### src/ctfp_pkg.sv
// Shared constants and types for the comma-separated three-integer frame parser.
package ctfp_pkg;

    localparam logic [7:0] CHAR_COMMA = 8'h2C;
    localparam logic [7:0] CHAR_CR    = 8'h0D;
    localparam logic [7:0] CHAR_LF    = 8'h0A;
    localparam logic [7:0] CHAR_MINUS = 8'h2D;
    localparam logic [7:0] CHAR_PLUS  = 8'h2B;
    localparam logic [7:0] CHAR_ZERO  = 8'h30;
    localparam logic [7:0] CHAR_NINE  = 8'h39;

    localparam logic [18:0] MAG_LIMIT = 19'd32767;

    localparam logic [15:0] HELD_XY_RESET  = 16'hFC19; // -999, no target
    localparam logic [15:0] HELD_CMD_RESET = 16'hFFFF; // -1, idle

    localparam logic [1:0] FIELD_X    = 2'd0;
    localparam logic [1:0] FIELD_Y    = 2'd1;
    localparam logic [1:0] FIELD_CMD  = 2'd2;
    localparam logic [1:0] FIELD_DONE = 2'd3;

    localparam int unsigned QUEUE_DEPTH = 3;

    typedef struct packed {
        logic               ok;
        logic signed [15:0] x;
        logic signed [15:0] y;
        logic signed [15:0] cmd;
    } result_t;

endpackage

### src/ctfp_parser.sv
// Per-byte field parser: parse state, held registers and the frame result.
module ctfp_parser
(
    input  logic             clk,
    input  logic             rst_n,
    input  logic             item_valid,
    input  logic [7:0]       rx_byte,
    input  logic             last,
    output logic             res_valid,
    output ctfp_pkg::result_t res
);

    logic [1:0]  field_reg,  field_next;
    logic        failed_reg, failed_next;
    logic        sign_reg,   sign_next;
    logic        neg_reg,    neg_next;
    logic        digit_reg,  digit_next;
    logic [15:0] mag_reg,    mag_next;
    logic [15:0] hx_reg,     hx_next;
    logic [15:0] hy_reg,     hy_next;
    logic [15:0] hc_reg,     hc_next;
    logic        ok;

    always_comb
    begin
        logic        is_sign;
        logic        is_term;
        logic        is_digit;
        logic [18:0] acc;
        logic [18:0] limit;
        logic [15:0] value;

        field_next  = field_reg;
        failed_next = failed_reg;
        sign_next   = sign_reg;
        neg_next    = neg_reg;
        digit_next  = digit_reg;
        mag_next    = mag_reg;
        hx_next     = hx_reg;
        hy_next     = hy_reg;
        hc_next     = hc_reg;
        ok          = 1'b0;

        is_sign  = (rx_byte == ctfp_pkg::CHAR_MINUS) || (rx_byte == ctfp_pkg::CHAR_PLUS);
        is_term  = (rx_byte == ctfp_pkg::CHAR_COMMA) || (rx_byte == ctfp_pkg::CHAR_CR)
                || (rx_byte == ctfp_pkg::CHAR_LF);
        is_digit = (rx_byte >= ctfp_pkg::CHAR_ZERO) && (rx_byte <= ctfp_pkg::CHAR_NINE);
        acc      = {mag_reg, 3'b000} + {2'b00, mag_reg, 1'b0}
                 + {11'd0, rx_byte - ctfp_pkg::CHAR_ZERO};
        limit    = ctfp_pkg::MAG_LIMIT + {18'd0, neg_reg};
        value    = neg_reg ? (16'd0 - mag_reg) : mag_reg;

        if (item_valid)
        begin
            if (!failed_reg && (field_reg != ctfp_pkg::FIELD_DONE))
            begin
                priority if (!sign_reg && !digit_reg && is_sign)
                begin
                    sign_next = 1'b1;
                    neg_next  = (rx_byte == ctfp_pkg::CHAR_MINUS);
                end
                else if (is_term)
                begin
                    if (!digit_reg)
                    begin
                        failed_next = 1'b1;
                    end
                    else
                    begin
                        unique case (field_reg)
                            ctfp_pkg::FIELD_X:   hx_next = value;
                            ctfp_pkg::FIELD_Y:   hy_next = value;
                            ctfp_pkg::FIELD_CMD: hc_next = value;
                            default:             ;
                        endcase
                        if (field_reg == ctfp_pkg::FIELD_CMD)
                        begin
                            field_next = ctfp_pkg::FIELD_DONE;
                        end
                        else if (rx_byte == ctfp_pkg::CHAR_COMMA)
                        begin
                            field_next = field_reg + 2'd1;
                            sign_next  = 1'b0;
                            neg_next   = 1'b0;
                            digit_next = 1'b0;
                            mag_next   = '0;
                        end
                        else
                        begin
                            failed_next = 1'b1; // CR/LF where a comma is due
                        end
                    end
                end
                else if (is_digit)
                begin
                    if (acc > limit)
                    begin
                        failed_next = 1'b1;
                    end
                    else
                    begin
                        mag_next   = acc[15:0];
                        digit_next = 1'b1;
                    end
                end
                else
                begin
                    failed_next = 1'b1;
                end
            end

            if (last)
            begin
                // frame end closes an open field that holds a digit
                if (!failed_next)
                begin
                    if (field_next == ctfp_pkg::FIELD_DONE)
                    begin
                        ok = 1'b1;
                    end
                    else if (digit_next)
                    begin
                        value = neg_next ? (16'd0 - mag_next) : mag_next;
                        unique case (field_next)
                            ctfp_pkg::FIELD_X:   hx_next = value;
                            ctfp_pkg::FIELD_Y:   hy_next = value;
                            ctfp_pkg::FIELD_CMD: hc_next = value;
                            default:             ;
                        endcase
                        ok = (field_next == ctfp_pkg::FIELD_CMD);
                    end
                end
                field_next  = ctfp_pkg::FIELD_X;
                failed_next = 1'b0;
                sign_next   = 1'b0;
                neg_next    = 1'b0;
                digit_next  = 1'b0;
                mag_next    = '0;
            end
        end
    end

    always_ff @(posedge clk or negedge rst_n)
    begin
        if (!rst_n)
        begin
            field_reg  <= ctfp_pkg::FIELD_X;
            failed_reg <= 1'b0;
            sign_reg   <= 1'b0;
            neg_reg    <= 1'b0;
            digit_reg  <= 1'b0;
            mag_reg    <= '0;
            hx_reg     <= ctfp_pkg::HELD_XY_RESET;
            hy_reg     <= ctfp_pkg::HELD_XY_RESET;
            hc_reg     <= ctfp_pkg::HELD_CMD_RESET;
        end
        else
        begin
            field_reg  <= field_next;
            failed_reg <= failed_next;
            sign_reg   <= sign_next;
            neg_reg    <= neg_next;
            digit_reg  <= digit_next;
            mag_reg    <= mag_next;
            hx_reg     <= hx_next;
            hy_reg     <= hy_next;
            hc_reg     <= hc_next;
        end
    end

    assign res_valid = item_valid && last;
    assign res.ok    = ok;
    assign res.x     = hx_next;
    assign res.y     = hy_next;
    assign res.cmd   = hc_next;

    // after a frame end the parse state is back at the start of field x
    a_frame_restart: assert property (@(posedge clk) disable iff (!rst_n)
        item_valid && last |=> (field_reg == ctfp_pkg::FIELD_X) && !failed_reg
                               && !digit_reg && !sign_reg && (mag_reg == 16'd0))
        else $error("parse state not cleared after frame end");

    a_mag_limit: assert property (@(posedge clk) disable iff (!rst_n)
        !neg_reg |-> !mag_reg[15])
        else $error("positive magnitude above limit");

    a_digit_mag: assert property (@(posedge clk) disable iff (!rst_n)
        !digit_reg |-> (mag_reg == 16'd0))
        else $error("magnitude set without a digit");

endmodule

### src/csv_three_int_frame_parser_unit.sv
// Top level of the comma-separated three-integer frame parser.
// A frame's result passes the input register stage and the result queue.
// Throughput: one byte transaction per cycle; the parse update is a single
// registered pass, and a 3-entry result queue keeps input flowing while a
// result waits downstream. Input stalls only when that queue could overflow.
// Reset (rst_n, async, active low): parse state cleared, queue empty,
// held x/y = -999, held command = -1.
module csv_three_int_frame_parser_unit
(
    input  logic               clk,
    input  logic               rst_n,
    input  logic               in_valid,
    output logic               in_stall,
    input  logic [7:0]         rx_byte,
    input  logic               frame_end,
    output logic               out_valid,
    input  logic               out_stall,
    output logic               frame_ok,
    output logic signed [15:0] offset_x,
    output logic signed [15:0] offset_y,
    output logic signed [15:0] command_echo
);

    localparam int unsigned QD = ctfp_pkg::QUEUE_DEPTH;
    localparam int unsigned CW = $clog2(QD + 1);

    // input register stage
    logic       s1_valid_reg;
    logic [7:0] s1_byte_reg;
    logic       s1_last_reg;
    logic       in_accept;

    // parser result
    logic              push;
    ctfp_pkg::result_t push_res;

    // result queue: entry 0 is the head presented at the output
    ctfp_pkg::result_t q_reg [QD];
    ctfp_pkg::result_t q_next [QD];
    logic [CW-1:0]     cnt_reg, cnt_next;
    logic              pop;

    assign in_accept = in_valid && !in_stall;

    // Conservative space check: a frame-end byte sitting in the input stage
    // will need one queue entry, and a newly accepted byte might need another.
    assign in_stall = ({1'b0, cnt_reg} + {{CW{1'b0}}, s1_valid_reg && s1_last_reg})
                      >= (CW + 1)'(QD);

    always_ff @(posedge clk or negedge rst_n)
    begin
        if (!rst_n)
        begin
            s1_valid_reg <= 1'b0;
        end
        else
        begin
            s1_valid_reg <= in_accept;
        end
    end

    always_ff @(posedge clk)
    begin
        if (in_accept)
        begin
            s1_byte_reg <= rx_byte;
            s1_last_reg <= frame_end;
        end
    end

    ctfp_parser u_parser
    (
        .clk        (clk),
        .rst_n      (rst_n),
        .item_valid (s1_valid_reg),
        .rx_byte    (s1_byte_reg),
        .last       (s1_last_reg),
        .res_valid  (push),
        .res        (push_res)
    );

    assign pop = (cnt_reg != '0) && !out_stall;

    always_comb
    begin
        logic [CW-1:0] wr_idx;

        wr_idx = cnt_reg - {{(CW-1){1'b0}}, pop};
        for (int i = 0; i < QD; i++)
        begin
            q_next[i] = q_reg[i];
        end
        if (pop)
        begin
            for (int i = 0; i < QD - 1; i++)
            begin
                q_next[i] = q_reg[i + 1];
            end
        end
        for (int i = 0; i < QD; i++)
        begin
            if (push && (wr_idx == CW'(i)))
            begin
                q_next[i] = push_res;
            end
        end
        cnt_next = cnt_reg + {{(CW-1){1'b0}}, push} - {{(CW-1){1'b0}}, pop};
    end

    always_ff @(posedge clk or negedge rst_n)
    begin
        if (!rst_n)
        begin
            cnt_reg <= '0;
        end
        else
        begin
            cnt_reg <= cnt_next;
        end
    end

    always_ff @(posedge clk)
    begin
        for (int i = 0; i < QD; i++)
        begin
            q_reg[i] <= q_next[i];
        end
    end

    assign out_valid    = (cnt_reg != '0);
    assign frame_ok     = q_reg[0].ok;
    assign offset_x     = q_reg[0].x;
    assign offset_y     = q_reg[0].y;
    assign command_echo = q_reg[0].cmd;

    a_no_overflow: assert property (@(posedge clk) disable iff (!rst_n)
        push && !pop |-> (cnt_reg < CW'(QD)))
        else $error("result queue overflow");

    a_cnt_range: assert property (@(posedge clk) disable iff (!rst_n)
        cnt_reg <= CW'(QD))
        else $error("result queue count out of range");

    a_frame_result: assert property (@(posedge clk) disable iff (!rst_n)
        in_accept && frame_end |=> ##1 (cnt_reg != '0))
        else $error("frame end transaction gave no result");

endmodule

### config.mk
export PLATFORM = sky130hd
export DESIGN_NAME = csv_three_int_frame_parser_unit
export DESIGN_NICKNAME = d
export VERILOG_FILES = /design/src/ctfp_pkg.sv /design/src/ctfp_parser.sv /design/src/csv_three_int_frame_parser_unit.sv
export SDC_FILE = /design/constraint.sdc
export NUM_CORES = 1
export LEC_CHECK = 0
export BUFFER_PORTS_ARGS = -buffer_cell sky130_fd_sc_hd__buf_2
export CORE_AREA = 2 2 168 170
export DETAILED_ROUTE_END_ITERATION = 12
export DIE_AREA = 0 0 170 172
export PLACE_DENSITY = 0.68
export SYNTH_ARGS = -nofsm -noshare
export SYNTH_HDL_FRONTEND = slang
export SYNTH_SLANG_ARGS = --single-unit
### constraint.sdc
create_clock -name clk -period 12.1 [get_ports clk]
set_input_delay 0.605 -clock clk [delete_from_list [all_inputs] [get_ports clk]]
set_output_delay 0.605 -clock clk [all_outputs]
set_load 0.01 [all_outputs]
==> results of run 1 <==
## final cells by class
type / instances / area [um^2]
multi-input combinational: 891 / 6080
inverter: 84 / 315
clock buffer: 41 / 686
fill: 2454 / 12900
clock inverter: 5 / 43.8
tap: 346 / 433
timing repair buffer: 85 / 483
sequential: 229 / 6560
## stage by stage
stage / utilization, % / instances / worst slack (ns)
floorplan: - / 1318 / 5.64
finish: 53.1 / 1681 / 3.77
global route: 53.1 / 1681 / 3.30
global placement: 50.5 / 1635 / 4.13
CTS: 53.1 / 1681 / 3.92
detailed placement: 50.5 / 1635 / 3.92
## worst max path at each step
stage	start	slack, ns	to
2_1_floorplan	s1_byte_reg[4]	5.64	q_reg[0][108]
3_3_place_gp	s1_byte_reg[4]	4.13	q_reg[0][124]
3_5_place_dp	s1_byte_reg[4]	3.92	q_reg[0][108]
4_1_cts	s1_byte_reg[4]	3.92	q_reg[0][144]
5_1_grt	s1_byte_reg[4]	3.30	q_reg[0][108]
6_report	s1_byte_reg[4]	3.77	q_reg[0][108]
## routing by layer
| layer | track usage, % | vias up | routed length [um] |
|---|---|---|---|
| met5 | 0 | - | 0 |
| met4 | 9.14 | 0 | 1340 |
| met3 | 4.58 | 88 | 3030 |
| met2 | 39.8 | 483 | 16700 |
| met1 | 36.7 | 5173 | 16600 |
| li1 | - | 4905 | - |
## worst register-to-register path, delay by kind of cell, from the launching register on
kind,cells,cell delay [ns]
adder cells (fa/ha/maj),5,2.01
flip-flops,1,0.45
buffers and inverters,2,0.28
AO/OA/AOI/OAI,10,2.39
XOR/XNOR,2,0.80
AND/OR/NAND/NOR,9,2.09
## report_power, final
| group | leakage [nW] | switching (mW) | internal [mW] |
|---|---|---|---|
| clock network | 0.343 | 0.314 | 0.388 |
| logic | 2.93 | 0.824 | 0.393 |
| registers | 2.29 | 0.0795 | 1.10 |
| total | 5.56 | 1.22 | 1.88 |
## cells in the final DEF, fill, tap and decap left out, types with 25 or more instances in the layout
master / netlist / routed
a31oi_1: 27 / 27
inv_1: 82 / 82
buf_2: 11 / 62
dfstp_2: 34 / 34
nand2_1: 119 / 117
a21oi_1: 62 / 62
nor3_1: 27 / 26
o21ai_0: 68 / 68
clkbuf_16: 0 / 25
nor2_1: 84 / 81
edfxtp_1: 156 / 156
xnor2_1: 27 / 27
dfrtp_1: 39 / 38
nand3_1: 46 / 44
o31ai_1: 26 / 26
ha_1: 57 / 57
o22ai_1: 26 / 26
## kinds of logic (layout without fill, tap and decap cells)
kind of cell	count (synthesis)	in the layout	share of synthesized area, %
compound gates	379	379	19.4
simple gates	366	366	13.1
flops	229	229	48.4
buf+inv	198	215	6.97
fa+ha+maj	63	63	6.15
mux	44	44	3.44
xor+xnor	39	39	2.58
==> impl_metrics.toml, run 1 <==
[setup_path]
crit_path_end_kind = "register"
cp.depth = 28
critPathTopFamily = "compound AO/OA/AOI/OAI gates"
cpPeakStageDelay_ns = 0.68
timing.rr.end = "q_reg[0][108]"
cp_slowest_cell = "a211oi_1"
crit_fanout = 24
reg2reg_slack_ns = 3.77
r2r_cells = 28
worstSetupPathType = "register to register"
cp_common_cell = "ha_1"
cp.required_ns = 12.32
cp.arrival_ns = 8.56
path_buf_inv = 2
worstReg2RegStart = "s1_byte_reg[4]"
start_kind = "register"

[cells_and_area]
final_nets = 1392
layout-drive-gt1-share_pct = 15.7
antennaDiodeCount = 0
fin_area_um2 = 14600
synthToLayoutAreaGrowth_pct = 7.75
largest_reg_flops = 147

[die]
coreArea_um2 = 27500
die-area_um2 = 29200
ios = 64
fp-row-count = 61
start_util_pct = 49.3
die_y_um = 172
die_w_um = 170

[clocking]
clock_latency_ns = 0.54
clk_pin_slew_ns = 0.07
cts.path.max_buffers = 3
cts_tree = "done"
ctsResizeCount = 0
cts_setup_buffers = 0
h-tree-depth = 1
postCtsHoldBufs = 0
clock-sinks = 229
numCtsBuffers = 25
ctsRootBufferMaster = "clkbuf_16"

[route]
wl_mm = 37.6
drt_iter0_drc = 987
via_count = 10600
ant_nets = 0
via_per_inst = 6.33
drtPass1Iterations = 6
wl_per_cell_um = 22.4
drc = 0

[logic_synthesis]
synthDistinctLibCells = 92
synth_seq_area_share_pct = 48.4
synth_edf_count = 156
ys_ff_latch = 229
yosys_warnings = 0
netlist_area_um2 = 13600
synth_nets = 1394
synth_common_cells = "156 x edfxtp_1, 119 x nand2_1, 84 x nor2_1, 82 x inv_1, 68 x o21ai_0"
yosysTopAreaCell = "edfxtp_1"
synth.most_common_cell = "edfxtp_1"
avgSynthCellArea_um2 = 10.3
ys_async_sr_fraction_pct = 31.9
syn_inst = 1318
synthFlopType = "edfxtp_1"
ys_top_cells_by_area = "edfxtp_1 35%, dfrtp_1 7.2%, dfstp_2 6.6%, ha_1 5.3%, nand2_1 3.3%"
yosys.area.top_type_share_pct = 34.6

[sta]
relSlewSlack_pct = 26.0
finalClockSkew_ns = 0.0141
slew_viol_final = 0
min_period_ns = 8.33
finalHoldViolCount = 0
timing.fmax_ghz = 0.120
tightest_slew_ns = 1.11
hold_slack_ns = 0.0421
grt_setup_unrepaired = "false"
tns_ns = 0
finalCritPeriodShare_pct = 68.9
final-setup-viol-count = 0

[hold_path]
hold_path_class = "primary input to async pin"

[global_route]
antenna_found_initial = 0
grtUsageTotal_pct = 25.8
grt_overflow = 0
grt_max_degree = 59
grt_pass1_wl_mm = 58.6
grt_pass1_vias = 10200

[run_status]
status = "finished, final reports clean"

[placed_design]
io_buffer_count = 63
postPlaceCellArea_um2 = 13900
globalplace.congestion = 1.01
post-dp-hpwl_mm = 26.0

[pwr]
p_leak_nw = 5.56
powerDensity_nw_per_um2 = 212
peakVddDrop_v = 0.000121
total_power_mw = 3.10

[run]
cap_violations = 0
No activity file was read; power rests on OpenSTA's default activity.
==> run 2: changes to the inputs <==
PLACE_DENSITY = 0.71   (was 0.68)
clock period = 7.4 ns   (was 12.1 ns; I/O delays follow)
==> impl_metrics.toml, run 2 (synthesis results as in run 1) <==
[run_status]
status = "finished, final reports clean"

[setup_path]
cp-endpoint = "q_reg[0][126]"
timing.rr.end = "q_reg[0][126]"
cp_slowest_cell = "fa_1"
crit_path_end_kind = "register"
crit_fanout = 12
cp.required_ns = 7.66
reg2reg_slack_ns = 0.60
crit_start = "s1_byte_reg[4]"
cp.arrival_ns = 7.06
worstSetupPathType = "register to register"
critPathTopFamily = "compound AO/OA/AOI/OAI gates"
cpPeakStageDelay_ns = 0.54
cp.depth = 27
r2r_cells = 27
path_buf_inv = 2
worstReg2RegStart = "s1_byte_reg[4]"
start_kind = "register"

[die]
fp-row-count = 61
die-area_um2 = 29200
coreArea_um2 = 27500
die_y_um = 172
die_w_um = 170
start_util_pct = 49.3
ios = 64

[route]
drtPass1Iterations = 6
ant_nets = 0
wl_per_cell_um = 22.4
via_per_inst = 6.33
drt_iter0_drc = 1260
wl_mm = 38.2
via_count = 10800
drc = 0

[clocking]
clock-sinks = 229
clk_pin_slew_ns = 0.06
clock_latency_ns = 0.56
numCtsBuffers = 25
ctsRootBufferMaster = "clkbuf_16"
h-tree-depth = 1
cts_tree = "done"
cts.path.max_buffers = 3

[placed_design]
postPlaceCellArea_um2 = 14000
post-dp-hpwl_mm = 26.2
globalplace.congestion = 0.958
dp_cells = 1651
io_buffer_count = 63

[cells_and_area]
largest_reg_flops = 147
fillerInstances = 2434
final_common_cell = "edfxtp_1"
synthToLayoutAreaGrowth_pct = 10.1
antennaDiodeCount = 0
fin_area_um2 = 14900
final_nets = 1417
multi_input_area_um2 = 6090
utilization_pct = 54.3
ff_latch_area_um2 = 6560
layout-drive-gt1-share_pct = 17.4
mostFrequentLayoutCells = "156 x edfxtp_1, 117 x nand2_1, 82 x inv_1, 82 x nor2_1, 68 x o21ai_0"
fin_cells = 1706

[sta]
final-setup-viol-count = 0
tightest_slew_ns = 1.04
min_period_ns = 6.80
finalHoldViolCount = 0
grt_setup_unrepaired = "false"
finalClockSkew_ns = 0.0325
relSlewSlack_pct = 30.7
slew_viol_final = 0
finalCritPeriodShare_pct = 92.0
tns_ns = 0
timing.fmax_ghz = 0.147

[run]
cap_violations = 0

[pwr]
peakVddDrop_v = 0.000215
total_power_mw = 5.25
powerDensity_nw_per_um2 = 352
p_leak_nw = 5.74

[global_route]
grt_pass1_wl_mm = 58.8
grt_pass1_vias = 10300
grt_overflow = 0
grtUsageTotal_pct = 25.9
antenna_found_initial = 0
grt_max_degree = 59

[hold_path]
hold_path_class = "primary input to register"
-- run 2: where the power goes --
| part | internal [mW] | leakage, nW | switching (mW) | total [mW] |
|---|---|---|---|---|
| Sequential | 1.79 | 2.29 | 0.125 | 1.92 |
| Combinational | 0.677 | 3.05 | 1.39 | 2.07 |
| Clock | 0.729 | 0.400 | 0.529 | 1.26 |
-- run 2: worst min path at each step --
stage | start | endpoint | slack (ns) | cells after the start
after floorplan | rst_n | cnt_reg[0] | 0.07 | 0
after global placement | rst_n | u_parser.mag_reg[5] | 0.40 | 1
after detailed placement | rst_n | u_parser.mag_reg[5] | 0.41 | 1
after CTS | rx_byte[0] | s1_byte_reg[0] | 0.003 | 1
after global routing | rx_byte[0] | s1_byte_reg[0] | 0.008 | 1
final | rx_byte[0] | s1_byte_reg[0] | 0.02 | 1
-- run 2: what timing repair did --
| action | CTS | global route |
|---|---|---|
| endpoints found under the hold margin | 27 | 0 |
| hold buffers | 9 | 0 |
| gates resized for setup | 0 | 2 |
| setup endpoints to repair | 0 | 26 |
| setup buffers | 0 | 0 |
-- run 2: cell type report --
type | instances | share of cell area, %
repair buffers | 110 | 4.65
multi-input cells | 891 | 40.8
clock buffers | 33 | 4.60
inverters | 84 | 2.11
well taps | 346 | 2.90
clock inverters | 13 | 0.965
flip-flops and latches | 229 | 43.9
-- run 2: per-layer routing --
layer | global-route usage (%) | part of all wire [%] | up-vias
met2 | 40.6 | 45 | 542
met5 | 0 | 0 | -
met3 | 4.51 | 8.6 | 100
li1 | - | - | 4946
met4 | 8.88 | 3.4 | 0
met1 | 36.6 | 43 | 5212
-- run 2: worst reg2reg max path: stages, from the launching register on --
cell	delay (ns)
edfxtp_1	0.45
ha_1	0.26
xor2_1	0.16
fa_1	0.54
inv_1	0.04
ha_1	0.39
nand2_1	0.10
a211oi_2	0.32
o21ai_1	0.17
a211oi_1	0.27
buf_4	0.20
ha_1	0.25
a211oi_1	0.24
o21bai_1	0.12
a21oi_1	0.15
nand3_1	0.08
a21boi_1	0.18
or3_1	0.43
nor2_2	0.15
nor3_1	0.07
a21oi_1	0.20
ha_2	0.35
nand3_1	0.16
nor3_1	0.28
a21oi_1	0.12
mux2i_1	0.38
a2bb2oi_1	0.31
nand3_1	0.15
-- run 2: per-stage QoR --
stage	hold slack, ns	worst slack, ns
2_1_floorplan	0.0744	0.940
3_3_place_gp	0.405	0.709
3_5_place_dp	0.408	0.488
4_1_cts	0.00255	0.460
5_1_grt	0.00758	0.0142
6_report	0.0167	0.595
==> run 3: changes to the inputs <==
GPL_TIMING_DRIVEN = 0   (was unset)
==> impl_metrics.toml, run 3 (synthesis results as in run 1) <==
[route]
drc = 0
wl_per_cell_um = 23.3
drtPass1Iterations = 6
via_count = 11300
via_per_inst = 6.29
ant_nets = 0
wl_mm = 41.8
drt_iter0_drc = 1125

[pwr]
peakVddDrop_v = 0.000313
powerDensity_nw_per_um2 = 354
p_leak_nw = 6.04

[setup_path]
cp_slowest_cell = "or4_1"
start_kind = "register"
cpPeakStageDelay_ns = 0.54
cp_common_cell = "ha_1"
cp.arrival_ns = 7.30
worstSetupPathType = "register to register"
cp.required_ns = 7.70
crit_fanout = 10
crit_path_end_kind = "register"

[die]
die_w_um = 170
coreArea_um2 = 27500
start_util_pct = 49.3
die_y_um = 172
fp-row-count = 61
die-area_um2 = 29200
ios = 64

[clocking]
numCtsBuffers = 24
cts_tree = "done"
clock_latency_ns = 0.53
clock-sinks = 229
ctsRootBufferMaster = "clkbuf_16"
clk_pin_slew_ns = 0.06
cts.path.max_buffers = 3
h-tree-depth = 1

[global_route]
grt_pass1_wl_mm = 63.5
grt_pass1_vias = 10800
grt_max_degree = 52
antenna_found_initial = 0
grtUsageTotal_pct = 28.6
grt_overflow = 0

[run]
cap_violations = 0

[cells_and_area]
largest_reg_flops = 147
layout-drive-gt1-share_pct = 21.0
final_common_cell = "edfxtp_1"
final_nets = 1505
mostFrequentLayoutCells = "156 x edfxtp_1, 117 x nand2_1, 82 x inv_1, 82 x nor2_1, 71 x buf_2"
synthToLayoutAreaGrowth_pct = 15.4
antennaDiodeCount = 0
fin_cells = 1793
utilization_pct = 56.9

[placed_design]
place_ws_ns = -1.23
post-dp-hpwl_mm = 30.4
dp_cells = 1731
globalplace.congestion = 0.972
io_buffer_count = 63

[sta]
setup_slack_ns = 0.400
final-setup-viol-count = 0
relSlewSlack_pct = 30.0
finalCritPeriodShare_pct = 94.6
finalHoldViolCount = 0
timing.fmax_ghz = 0.143
tightest_slew_ns = 1.05
min_period_ns = 7.00
slew_viol_final = 0
finalClockSkew_ns = 0.0230
hold_slack_ns = 0.0179

[hold_path]
hold_path_class = "primary input to register"

[run_status]
status = "finished, final reports clean"
==> run 3: changes by cell type in the layout (fill, tap and decap cells not counted), sizes merged <==
cell         delta
clkbuf         +45
buf            +43
clkinv          +5
dlygate4sd3     -5
clkinvlp        -1
==> run 3: worst max-delay path, delay by kind of cell (launching register included) <==
| kind | cells | cell delay (ns) |
|---|---|---|
| AO/OA/AOI/OAI | 11 | 2.25 |
| buffers and inverters | 6 | 0.81 |
| adder cells (fa/ha/maj) | 5 | 1.70 |
| flip-flops | 1 | 0.42 |
| AND/OR/NAND/NOR | 7 | 1.58 |
==> run 3: layer usage <==
metal	vias to the layer above	global-route usage, %	wire, um
met5	-	0	0
met4	0	11.8	1580
met3	105	5.72	3490
met2	530	45.6	19100
met1	5528	38.3	17700
li1	5121	-	-
==> run 3: final timing paths <==
check / startpoint / end / slack, ns / cells after the start
max reg2reg: s1_byte_reg[4] / q_reg[0][4] / 0.40 / 29
max in group asynchronous: rst_n / u_parser.hc_reg[13] / 6.41 / 3
min: rx_byte[7] / s1_byte_reg[7] / 0.02 / 1
min in group asynchronous: rst_n / u_parser.mag_reg[6] / 0.29 / 2
min reg2reg: u_parser.hx_reg[13] / u_parser.hx_reg[13] / 0.51 / 2
max: s1_byte_reg[4] / q_reg[0][4] / 0.40 / 29
==> run 3: power breakdown <==
group          switching [mW]  internal [mW]
Clock                   0.533          0.681
Combinational            1.53          0.861
Sequential              0.127           1.79
==> run 3: what timing repair did <==
item	in CTS	in global routing
buffers inserted	3	11
setup endpoints to repair	91	89
resized for setup	14	37
gates cloned	0	0
pin swaps	3	7
endpoints found under the hold margin	17	2
hold buffers	2	2
==> run 3: final cells by class <==
cell class                 instances  area [um^2]
inverter                          84          315
buffer                           114          639
multi-input combinational        891         6330
sequential                       229         6560
clock buffer                      27          622
fill                            2358        11800
clock inverter                    17          159
tap                              346          433
timing repair buffer              85          583
==> run 3: through the flow <==
stage / power (mW) / cell area (um^2) / TNS (ns)
floorplan: 3.41 / 13600 / 0
global placement: 4.09 / 14300 / -70.56
detailed placement: 4.15 / 14400 / -62.94
CTS: 5.38 / 15300 / 0
global route: 5.84 / 15600 / -0.0186
finish: 5.53 / 15600 / 0
